<file path="src/rtl/core/cpsm_pkg.sv">
// ----------------------------------------------------------------------------
// cpsm_pkg: shared types and constants of the coprime sum block
// Field widths, divider request and response records and sequencer states.
// ----------------------------------------------------------------------------
package cpsm_pkg;

  localparam int VALUE_BITS_DEF = 24;
  localparam int MAX_PRIMES_DEF = 8;
  localparam int FLD_W          = 24;
  localparam int MOD_W          = 31;
  localparam int FAC_SLOTS      = 10;
  localparam int FAC_IW         = 4;
  localparam int DIV_W          = 64;
  localparam int DSR_W          = 32;
  localparam int CNT_W          = 7;

  localparam logic [MOD_W-1:0] MOD_RESET = 31'd1000000007;

  typedef enum logic [4:0] {
    S_IDLE,
    S_TCHK,
    S_TRES,
    S_TEND,
    S_TRI_A,
    S_TRI_B,
    S_TRI_M,
    S_TRI_R,
    S_TRI_D,
    S_W_SEL,
    S_W_CMP,
    S_W_Q,
    S_W_FMUL,
    S_W_FR,
    S_W_ACC,
    S_WAIT,
    S_DONE
  } seq_state_t;

  typedef struct packed {
    logic             start;
    logic             long_op;
    logic [DIV_W-1:0] dividend;
    logic [DSR_W-1:0] divisor;
  } div_req_t;

  typedef struct packed {
    logic             done;
    logic [DIV_W-1:0] quo;
    logic [DSR_W-1:0] rem;
  } div_rsp_t;

endpackage

</file>
<file path="src/rtl/core/cpsm_div.sv">
// ----------------------------------------------------------------------------
// cpsm_div: shared restoring divider
// Produces quotient and remainder one bit per cycle, over VALUE_BITS or 64 bits.
// ----------------------------------------------------------------------------
module cpsm_div #(
  parameter int VALUE_BITS = cpsm_pkg::VALUE_BITS_DEF
) (
  input  logic               clk,
  input  logic               rst,
  input  cpsm_pkg::div_req_t req,
  output cpsm_pkg::div_rsp_t rsp
);

  logic                            run;
  logic                            done;
  logic [cpsm_pkg::CNT_W-1:0]      cnt;
  logic [cpsm_pkg::DIV_W-1:0]      dvd;
  logic [cpsm_pkg::DIV_W-1:0]      quo;
  logic [cpsm_pkg::DSR_W-1:0]      rem;
  logic [cpsm_pkg::DSR_W-1:0]      dsr;
  logic [cpsm_pkg::DSR_W:0]        trial;
  logic                            ge;

  always_comb begin
    trial = {rem, dvd[cpsm_pkg::DIV_W-1]};
    ge    = trial >= {1'b0, dsr};
  end

  always_ff @(posedge clk) begin
    if (rst) begin
      run  <= 1'b0;
      done <= 1'b0;
      cnt  <= '0;
    end else begin
      done <= 1'b0;
      if (req.start) begin
        run <= 1'b1;
        cnt <= req.long_op ? cpsm_pkg::CNT_W'(cpsm_pkg::DIV_W) : cpsm_pkg::CNT_W'(VALUE_BITS);
      end else if (run) begin
        cnt <= cnt - 1'b1;
        if (cnt == cpsm_pkg::CNT_W'(1)) begin
          run  <= 1'b0;
          done <= 1'b1;
        end
      end
    end
  end

  always_ff @(posedge clk) begin
    if (req.start) begin
      dvd <= req.long_op ? req.dividend
                         : {req.dividend[VALUE_BITS-1:0], {(cpsm_pkg::DIV_W-VALUE_BITS){1'b0}}};
      dsr <= req.divisor;
      quo <= '0;
      rem <= '0;
    end else if (run) begin
      dvd <= {dvd[cpsm_pkg::DIV_W-2:0], 1'b0};
      quo <= {quo[cpsm_pkg::DIV_W-2:0], ge};
      rem <= ge ? cpsm_pkg::DSR_W'(trial - {1'b0, dsr}) : trial[cpsm_pkg::DSR_W-1:0];
    end
  end

  assign rsp.done = done;
  assign rsp.quo  = quo;
  assign rsp.rem  = rem;

endmodule

</file>
<file path="src/rtl/core/cpsm_seq.sv">
// ----------------------------------------------------------------------------
// cpsm_seq: sequencer and datapath of the coprime sum
// Trial division, triangular numbers mod m and the inclusion-exclusion walk.
// ----------------------------------------------------------------------------
module cpsm_seq #(
  parameter int VALUE_BITS = cpsm_pkg::VALUE_BITS_DEF,
  parameter int MAX_PRIMES = cpsm_pkg::MAX_PRIMES_DEF
) (
  input  logic                         clk,
  input  logic                         rst,
  input  logic                         start,
  input  logic [cpsm_pkg::FLD_W-1:0]   n_in,
  input  logic [cpsm_pkg::FLD_W-1:0]   k_in,
  input  logic [cpsm_pkg::MOD_W-1:0]   m_in,
  output logic                         idle,
  output logic                         res_valid,
  input  logic                         res_ready,
  output logic [cpsm_pkg::MOD_W-1:0]   res,
  output cpsm_pkg::div_req_t           req,
  input  cpsm_pkg::div_rsp_t           rsp
);

  localparam int VB    = VALUE_BITS;
  localparam int DEP_W = (MAX_PRIMES > 1) ? $clog2(MAX_PRIMES) : 1;
  localparam int MW    = cpsm_pkg::MOD_W;
  localparam int IW    = cpsm_pkg::FAC_IW;

  cpsm_pkg::seq_state_t state, state_next, ret, ret_next;

  logic [VB-1:0]                 n_r;
  logic [VB-1:0]                 k_r;
  logic [MW-1:0]                 m_r;
  logic [VB-1:0]                 p_r;
  logic [VB+1:0]                 psq_r;
  logic                          found;
  logic [VB-1:0]                 fac [cpsm_pkg::FAC_SLOTS];
  logic [IW-1:0]                 fac_cnt;
  logic                          walk;
  logic [VB-1:0]                 t_r;
  logic [MW-1:0]                 ra;
  logic [MW-1:0]                 tri_r;
  logic [cpsm_pkg::DIV_W-1:0]    mul_r;
  logic [MW-1:0]                 acc;
  logic [DEP_W-1:0]              depth;
  logic [IW-1:0]                 idx [MAX_PRIMES];
  logic [VB-1:0]                 base [MAX_PRIMES];
  logic [VB-1:0]                 nd;

  logic [IW-1:0]                 cur_i;
  logic [VB-1:0]                 cur_fac;
  logic [VB:0]                   t_plus;
  logic [VB:0]                   a_v;
  logic [VB:0]                   b_v;
  logic [MW-1:0]                 term;
  logic [MW:0]                   acc_sum;
  logic [MW:0]                   acc_dif;
  logic [MW-1:0]                 acc_new;
  logic                          can_push;
  logic                          pop;
  logic                          mul_en;
  logic [31:0]                   mul_a;
  logic [31:0]                   mul_b;
  logic [DEP_W-1:0]              dep_up;
  logic [DEP_W-1:0]              dep_dn;

  always_comb begin
    cur_i    = idx[depth];
    cur_fac  = fac[cur_i];
    t_plus   = {1'b0, t_r} + 1'b1;
    if (!t_r[0]) begin
      a_v = {2'b00, t_r[VB-1:1]};
      b_v = t_plus;
    end else begin
      a_v = {1'b0, t_r};
      b_v = {1'b0, t_plus[VB:1]};
    end
    term     = rsp.rem[MW-1:0];
    acc_sum  = {1'b0, acc} + {1'b0, term};
    acc_dif  = {1'b0, acc} + {1'b0, m_r} - {1'b0, term};
    if (!depth[0]) begin
      acc_new = (acc_dif >= {1'b0, m_r}) ? MW'(acc_dif - {1'b0, m_r}) : acc_dif[MW-1:0];
    end else begin
      acc_new = (acc_sum >= {1'b0, m_r}) ? MW'(acc_sum - {1'b0, m_r}) : acc_sum[MW-1:0];
    end
    can_push = (int'(depth) + 1) < MAX_PRIMES;
    dep_up   = DEP_W'(depth + 1'b1);
    dep_dn   = DEP_W'(depth - 1'b1);
  end

  always_comb begin
    state_next   = state;
    ret_next     = ret;
    req          = '0;
    mul_en       = 1'b0;
    mul_a        = '0;
    mul_b        = '0;
    pop          = 1'b0;
    unique case (state)
      cpsm_pkg::S_IDLE: begin
        if (start) begin
          state_next = (m_in < MW'(2)) ? cpsm_pkg::S_DONE : cpsm_pkg::S_TCHK;
        end
      end
      cpsm_pkg::S_TCHK: begin
        if (psq_r > (VB+2)'(n_r)) begin
          state_next = cpsm_pkg::S_TEND;
        end else begin
          req.start    = 1'b1;
          req.dividend = cpsm_pkg::DIV_W'(n_r);
          req.divisor  = cpsm_pkg::DSR_W'(p_r);
          ret_next     = cpsm_pkg::S_TRES;
          state_next   = cpsm_pkg::S_WAIT;
        end
      end
      cpsm_pkg::S_TRES: begin
        if (rsp.rem == '0) begin
          req.start    = 1'b1;
          req.dividend = cpsm_pkg::DIV_W'(rsp.quo[VB-1:0]);
          req.divisor  = cpsm_pkg::DSR_W'(p_r);
          ret_next     = cpsm_pkg::S_TRES;
          state_next   = cpsm_pkg::S_WAIT;
        end else begin
          state_next = cpsm_pkg::S_TCHK;
        end
      end
      cpsm_pkg::S_TEND: state_next = cpsm_pkg::S_TRI_A;
      cpsm_pkg::S_TRI_A: begin
        req.start    = 1'b1;
        req.long_op  = 1'b1;
        req.dividend = cpsm_pkg::DIV_W'(a_v);
        req.divisor  = cpsm_pkg::DSR_W'(m_r);
        ret_next     = cpsm_pkg::S_TRI_B;
        state_next   = cpsm_pkg::S_WAIT;
      end
      cpsm_pkg::S_TRI_B: begin
        req.start    = 1'b1;
        req.long_op  = 1'b1;
        req.dividend = cpsm_pkg::DIV_W'(b_v);
        req.divisor  = cpsm_pkg::DSR_W'(m_r);
        ret_next     = cpsm_pkg::S_TRI_M;
        state_next   = cpsm_pkg::S_WAIT;
      end
      cpsm_pkg::S_TRI_M: begin
        mul_en     = 1'b1;
        mul_a      = 32'(ra);
        mul_b      = rsp.rem;
        state_next = cpsm_pkg::S_TRI_R;
      end
      cpsm_pkg::S_TRI_R, cpsm_pkg::S_W_FR: begin
        req.start    = 1'b1;
        req.long_op  = 1'b1;
        req.dividend = mul_r;
        req.divisor  = cpsm_pkg::DSR_W'(m_r);
        ret_next     = (state == cpsm_pkg::S_TRI_R) ? cpsm_pkg::S_TRI_D : cpsm_pkg::S_W_ACC;
        state_next   = cpsm_pkg::S_WAIT;
      end
      cpsm_pkg::S_TRI_D: begin
        if (!walk) begin
          state_next = cpsm_pkg::S_W_SEL;
        end else begin
          req.start    = 1'b1;
          req.long_op  = 1'b1;
          req.dividend = cpsm_pkg::DIV_W'(nd);
          req.divisor  = cpsm_pkg::DSR_W'(m_r);
          ret_next     = cpsm_pkg::S_W_FMUL;
          state_next   = cpsm_pkg::S_WAIT;
        end
      end
      cpsm_pkg::S_W_FMUL: begin
        mul_en     = 1'b1;
        mul_a      = rsp.rem;
        mul_b      = 32'(tri_r);
        state_next = cpsm_pkg::S_W_FR;
      end
      cpsm_pkg::S_W_ACC: state_next = cpsm_pkg::S_W_SEL;
      cpsm_pkg::S_W_SEL: begin
        if (cur_i >= fac_cnt) begin
          pop = 1'b1;
        end else begin
          mul_en     = 1'b1;
          mul_a      = 32'(base[depth]);
          mul_b      = 32'(cur_fac);
          state_next = cpsm_pkg::S_W_CMP;
        end
      end
      cpsm_pkg::S_W_CMP: begin
        if (mul_r > cpsm_pkg::DIV_W'(k_r)) begin
          pop = 1'b1;
        end else begin
          req.start    = 1'b1;
          req.dividend = cpsm_pkg::DIV_W'(k_r);
          req.divisor  = cpsm_pkg::DSR_W'(mul_r[VB-1:0]);
          ret_next     = cpsm_pkg::S_W_Q;
          state_next   = cpsm_pkg::S_WAIT;
        end
      end
      cpsm_pkg::S_W_Q: state_next = cpsm_pkg::S_TRI_A;
      cpsm_pkg::S_WAIT: begin
        if (rsp.done) begin
          state_next = ret;
        end
      end
      cpsm_pkg::S_DONE: begin
        if (res_ready) begin
          state_next = cpsm_pkg::S_IDLE;
        end
      end
      default: state_next = cpsm_pkg::S_IDLE;
    endcase
    if (pop) begin
      state_next = (depth == '0) ? cpsm_pkg::S_DONE : cpsm_pkg::S_W_SEL;
    end
  end

  always_ff @(posedge clk) begin
    if (rst) begin
      state <= cpsm_pkg::S_IDLE;
      ret   <= cpsm_pkg::S_IDLE;
    end else begin
      state <= state_next;
      ret   <= ret_next;
    end
  end

  always_ff @(posedge clk) begin
    if (mul_en) begin
      mul_r <= mul_a * mul_b;
    end
    unique case (state)
      cpsm_pkg::S_IDLE: begin
        if (start) begin
          n_r     <= VB'(n_in);
          k_r     <= VB'(k_in);
          t_r     <= VB'(k_in);
          m_r     <= m_in;
          p_r     <= VB'(2);
          psq_r   <= (VB+2)'(4);
          found   <= 1'b0;
          fac_cnt <= '0;
          walk    <= 1'b0;
          acc     <= '0;
        end
      end
      cpsm_pkg::S_TRES: begin
        if (rsp.rem == '0) begin
          n_r <= rsp.quo[VB-1:0];
          if (!found) begin
            fac[fac_cnt] <= p_r;
            fac_cnt      <= fac_cnt + 1'b1;
            found        <= 1'b1;
          end
        end else begin
          found <= 1'b0;
          p_r   <= p_r + 1'b1;
          psq_r <= psq_r + {1'b0, p_r, 1'b1};
        end
      end
      cpsm_pkg::S_TEND: begin
        if (n_r > VB'(1)) begin
          fac[fac_cnt] <= n_r;
          fac_cnt      <= fac_cnt + 1'b1;
        end
      end
      cpsm_pkg::S_TRI_B: ra <= rsp.rem[MW-1:0];
      cpsm_pkg::S_TRI_D: begin
        tri_r <= rsp.rem[MW-1:0];
        if (!walk) begin
          acc     <= rsp.rem[MW-1:0];
          walk    <= 1'b1;
          depth   <= '0;
          idx[0]  <= '0;
          base[0] <= VB'(1);
        end
      end
      cpsm_pkg::S_W_CMP: nd <= mul_r[VB-1:0];
      cpsm_pkg::S_W_Q: t_r <= rsp.quo[VB-1:0];
      cpsm_pkg::S_W_ACC: begin
        acc <= acc_new;
        if (can_push) begin
          base[dep_up] <= nd;
          idx[dep_up]  <= cur_i + 1'b1;
          depth        <= dep_up;
        end else begin
          idx[depth] <= cur_i + 1'b1;
        end
      end
      default: begin
      end
    endcase
    if (pop && depth != '0) begin
      depth       <= dep_dn;
      idx[dep_dn] <= idx[dep_dn] + 1'b1;
    end
  end

  assign idle      = state == cpsm_pkg::S_IDLE;
  assign res_valid = state == cpsm_pkg::S_DONE;
  assign res       = acc;

endmodule

</file>
<file path="src/rtl/core/coprime_sum_mod.sv">
// ----------------------------------------------------------------------------
// coprime_sum_mod: sum of the integers 1..k coprime to n, modulo m
// Top level with the modulus register, input handshake and result register.
// ----------------------------------------------------------------------------
// The input channel takes n_value and limit_k on a transfer of in_valid and
// in_ready; the output channel presents sum_mod with out_valid until a transfer
// with out_ready. The modulus is written through cfg_wr_en and cfg_wr_data;
// the user writes it only while the block is idle, since the block itself
// does not enforce this. It resets to 1000000007.
// One item is worked at a time by a single bit-serial divider and a multiplier
// under a sequencer. Trial division tries candidate divisors up to sqrt(n).
// Then come the starting triangular number and one inclusion-exclusion term
// for each product of up to MAX_PRIMES distinct prime factors of n that does
// not exceed k. A modulus below two returns zero.
// The result register frees the core, so the next item is taken while a
// result waits; a stalled receiver holds the finished result of the second
// item in the core and in_ready stays low until it drains.
// Reset empties the result register and returns the sequencer to idle.
// ----------------------------------------------------------------------------
module coprime_sum_mod #(
  parameter int VALUE_BITS = cpsm_pkg::VALUE_BITS_DEF,
  parameter int MAX_PRIMES = cpsm_pkg::MAX_PRIMES_DEF
) (
  input  logic                       clk,
  input  logic                       rst,
  input  logic                       in_valid,
  output logic                       in_ready,
  input  logic [cpsm_pkg::FLD_W-1:0] n_value,
  input  logic [cpsm_pkg::FLD_W-1:0] limit_k,
  output logic                       out_valid,
  input  logic                       out_ready,
  output logic [cpsm_pkg::MOD_W-1:0] sum_mod,
  input  logic                       cfg_wr_en,
  input  logic [cpsm_pkg::MOD_W-1:0] cfg_wr_data
);

  logic [cpsm_pkg::MOD_W-1:0] modulus;
  logic                       idle;
  logic                       res_valid;
  logic                       res_ready;
  logic [cpsm_pkg::MOD_W-1:0] res;
  cpsm_pkg::div_req_t         req;
  cpsm_pkg::div_rsp_t         rsp;

  always_ff @(posedge clk) begin
    if (rst) begin
      modulus <= cpsm_pkg::MOD_RESET;
    end else if (cfg_wr_en) begin
      modulus <= cfg_wr_data;
    end
  end

  assign in_ready  = idle;
  assign res_ready = !out_valid || out_ready;

  always_ff @(posedge clk) begin
    if (rst) begin
      out_valid <= 1'b0;
    end else if (res_ready) begin
      out_valid <= res_valid;
    end
  end

  always_ff @(posedge clk) begin
    if (res_ready && res_valid) begin
      sum_mod <= res;
    end
  end

  cpsm_seq #(
    .VALUE_BITS(VALUE_BITS),
    .MAX_PRIMES(MAX_PRIMES)
  ) u_seq (
    .clk       (clk),
    .rst       (rst),
    .start     (in_valid && idle),
    .n_in      (n_value),
    .k_in      (limit_k),
    .m_in      (modulus),
    .idle      (idle),
    .res_valid (res_valid),
    .res_ready (res_ready),
    .res       (res),
    .req       (req),
    .rsp       (rsp)
  );

  cpsm_div #(
    .VALUE_BITS(VALUE_BITS)
  ) u_div (
    .clk (clk),
    .rst (rst),
    .req (req),
    .rsp (rsp)
  );

endmodule
</file>
<file path="config.mk">
export PLATFORM = sky130hd
export DESIGN_NAME = coprime_sum_mod
export DESIGN_NICKNAME = d
export VERILOG_FILES = /design/src/rtl/core/cpsm_pkg.sv /design/src/rtl/core/cpsm_div.sv /design/src/rtl/core/cpsm_seq.sv /design/src/rtl/core/coprime_sum_mod.sv
export SDC_FILE = /design/constraint.sdc
export NUM_CORES = 2
export LEC_CHECK = 0
export BUFFER_PORTS_ARGS = -buffer_cell sky130_fd_sc_hd__buf_2
export CAP_MARGIN = 20
export CORE_ASPECT_RATIO = 1.5
export CORE_MARGIN = 3
export CORE_UTILIZATION = 35
export CTS_BUF_LIST = sky130_fd_sc_hd__clkbuf_4
export CTS_CLUSTER_DIAMETER = 80
export DETAILED_ROUTE_END_ITERATION = 8
export PLACE_DENSITY = 0.57
export SETUP_SLACK_MARGIN = 0.05
export SYNTH_ARGS = -nofsm -noshare
export SYNTH_HDL_FRONTEND = slang
export SYNTH_SLANG_ARGS = --single-unit
</file>
<file path="constraint.sdc">
create_clock -name clk -period 18.79 [get_ports clk]
set_input_delay 5.637 -clock clk [delete_from_list [all_inputs] [get_ports clk]]
set_output_delay 5.637 -clock clk [all_outputs]
set_load 0.005 [all_outputs]
</file>
==> results.py <==
metrics = {
    "die": {
        "die_h_um": 620,
        "die_area_um2": 257000,
        "io_pins": 117,
        "core.rowCount": 224,
        "fp.dieW_um": 415,
        "initial_core_util_pct": 35.3,
        "core-area_um2": 249000,
    },
    "yosys": {
        "netlist.area_leader.share_pct": 31.9,
        "synth_ff_type": "edfxtp_1",
        "synthDistinctLibCells": 90,
        "post-synth-top-count-cell": "inv_1",
        "yosysSeqAreaShare_pct": 34.4,
        "syn_nets": 10139,
        "synthTopCellsByCount": "1303 x inv_1, 933 x edfxtp_1, 932 x fa_1, 877 x nor2_1, 876 x nand2_1",
        "synthArstFlopShare_pct": 0,
        "synth.area.top_cells": "edfxtp_1 32%, fa_1 21%, ha_1 7.2%",
        "yosysTopAreaCell": "edfxtp_1",
        "synth_area_um2": 87900,
        "ys_warn_count": 0,
        "yosys_register_bits": 1042,
        "syn_inst": 8617,
        "synth_edf_count": 933,
        "syn_avg_cell_area_um2": 10.2,
    },
    "setup_path": {
        "cp_common_cell": "fa_1",
        "arrival_ns": 13.97,
        "cpMaxStageDelayCell": "dfxtp_4",
        "cp-start-kind": "register",
        "max_stage_delay_ns": 0.72,
        "cp_top_family": "adder cells",
        "crit_fanout": 57,
        "path_class": "register to register",
        "cp_num_buf_inv": 9,
        "worst_ep_required_time_ns": 19.68,
        "crit_path_end_kind": "register",
    },
    "power": {
        "leakage_nw": 40.9,
        "p_total_mw": 15.4,
        "ir_drop_mv": 0.379,
        "powerDensity_nw_per_um2": 160,
    },
    "status": {
        "status": "complete, but fails checks",
        "violations": "design-rule violations",
    },
    "placed_design": {
        "gp_congestion": 0.949,
        "dpl.hpwl_um": 241000,
        "post-place-ws_ns": 5.85,
        "numPortBuffers": 116,
    },
    "final_layout": {
        "area_delta_synth_final_pct": 9.53,
        "drive_gt1_share_pct": 11.7,
        "nets": 10336,
        "nFillCells": 24515,
        "final_core_utilization_pct": 38.6,
    },
    "clocking": {
        "cts_resized": 0,
        "postCtsHoldBufs": 0,
        "cts_setup_buffers": 0,
        "clkTransAtPathRegs_ns": 0.07,
        "tritoncts": "done",
        "cts_made_buffers": 280,
        "htreeDepth": 5,
        "cts-root-buf": "clkbuf_4",
        "cts_sinks": 1042,
        "clock_latency_ns": 1.27,
        "clockBufferDepth": 4,
    },
    "timing": {
        "setup_violations": 0,
        "tns_ns": 0,
        "finalMaxSlewViolations": 0,
        "worst_pin_slew_ns": 1.21,
        "slew_headroom_pct": 19.1,
        "rsz0062_at_grt": "false",
        "period_needed_ns": 13.09,
        "fin_ws_ns": 5.70,
        "hold_slack_ns": 0.436,
        "hold_viol": 0,
        "finalClockSkew_ns": 0.138,
        "max_freq_mhz": 76.4,
        "fin_crit_sh_pct": 69.7,
    },
    "grt": {
        "grt_pass1_vias": 70663,
        "grt_pass1_wl_um": 465000,
        "grt_overflow": 0,
        "track_usage_pct": 24.5,
        "antenna_found_initial": 13,
        "grt_max_degree": 82,
    },
    "routing": {
        "drt-wirelength-per-cell_um": 26.0,
        "wl_um": 319000,
        "detail-route-antenna-nets": 0,
        "drc": 30,
        "routed-via-count": 67521,
        "drt-pass1-iter-count": 9,
        "drt_iter0_drc": 5664,
        "vias_per_cell": 5.50,
    },
    "run": {
        "cap_violations": 0,
    },
    "hold_path": {
        "hp-start": "modulus[0]",
        "hold_path_class": "register to register",
    },
}
[cells by family (layout without fill, tap and decap cells)]
group	Yosys count	count (layout)	share of synthesized area, %
AOI/OAI and AO/OA	1344	1344	10.3
xor gates and xnor gates	259	259	2.58
adders and majority gates	1438	1438	28.4
buffers and inverters	1758	2139	7.70
DFF	1042	1042	34.4
muxes	255	255	3.95
other	1	13	0.00427
and+or+nand+nor	2520	2520	12.7
[final timing paths]
kind         depth (start not counted)              end  slack, ns
max                                 39  u_seq.mul_r[63]       5.70
max reg2reg                         39  u_seq.mul_r[63]       5.70
min reg2reg                          0     u_seq.m_r[0]       0.44
min                                  0     u_seq.m_r[0]       0.44
[power by group]
part / leakage (nW) / total (mW) / switching, mW / internal (mW)
registers: 9.11 / 3.76 / 0.516 / 3.24
clock network: 2.01 / 1.97 / 0.962 / 1.01
logic: 29.8 / 9.69 / 6.11 / 3.57
[through the flow]
stage          instance area (um2)  instances
2_1_floorplan                87900       8617
3_3_place_gp                 92800      11799
3_5_place_dp                 92900      11805
4_1_cts                      96200      12271
5_1_grt                      96300      12281
6_report                     96300      12287
[registers in the layout (all words and copies together), names as in the netlist, 26 cells and up, named ones only]
| signal | count |
|---|---|
| u_seq.base | 192 |
| u_div.rem | 32 |
| u_div.dsr | 31 |
| u_seq.mul_r | 64 |
| u_div.dvd | 64 |
| modulus | 31 |
| u_seq.fac | 240 |
| u_seq.idx | 32 |
| u_seq.res | 31 |
| u_seq.m_r | 31 |
| u_seq.ra | 31 |
| sum_mod | 31 |
| u_seq.psq_r | 26 |
| u_seq.tri_r | 31 |
[area by class of cell]
| class | instances | area (um2) | area share (%) |
|---|---|---|---|
| Clock inverter | 76 | 410 | 0.426 |
| Timing Repair Buffer | 368 | 2490 | 2.58 |
| Multi-Input combinational cell | 5817 | 51200 | 53.2 |
| Antenna cell | 12 | 30.0 | 0.0312 |
| Clock buffer | 390 | 2930 | 3.04 |
| Tap cell | 3277 | 4100 | 4.26 |
| Inverter | 1305 | 4900 | 5.09 |
| Sequential cell | 1042 | 30200 | 31.4 |
[worst register-to-register path: cells and delay by family (launching register included)]
kind	cells	cell delay, ns
DFF	1	0.72
xor gates and xnor gates	1	0.12
AOI/OAI and AO/OA	12	3.52
muxes	2	0.81
and+or+nand+nor	5	0.84
adders and majority gates	10	4.66
buffers and inverters	9	2.14
[placed cells by master, fill, tap and decap left out, types with 60 or more instances in the layout]
master       n
o21ai_0    253
ha_1       506
mux2i_1    117
clkbuf_4   393
a21o_1     110
and3_1      98
a21oi_1    322
nand2b_1    91
nor3_1      66
inv_1     1298
fa_1       932
xnor2_1    148
or2_2       64
buf_2      119
xor2_1     111
nand2_1    873
mux2_2      70
a31oi_1     60
buf_4      244
mux4_2      64
dfxtp_1    105
edfxtp_1   933
nand3_1    145
nor2_1     869
[layer usage]
layer / share of wire [%] / GRT usage (%) / up-vias
met5: 0.014 / 0 / -
met2: 50 / 42.9 / 2879
li1: - / - / 29549
met1: 35 / 26.5 / 34138
met3: 6.1 / 3.75 / 949
met4: 9.3 / 19.4 / 6
No activity file was read; power rests on OpenSTA's default activity.
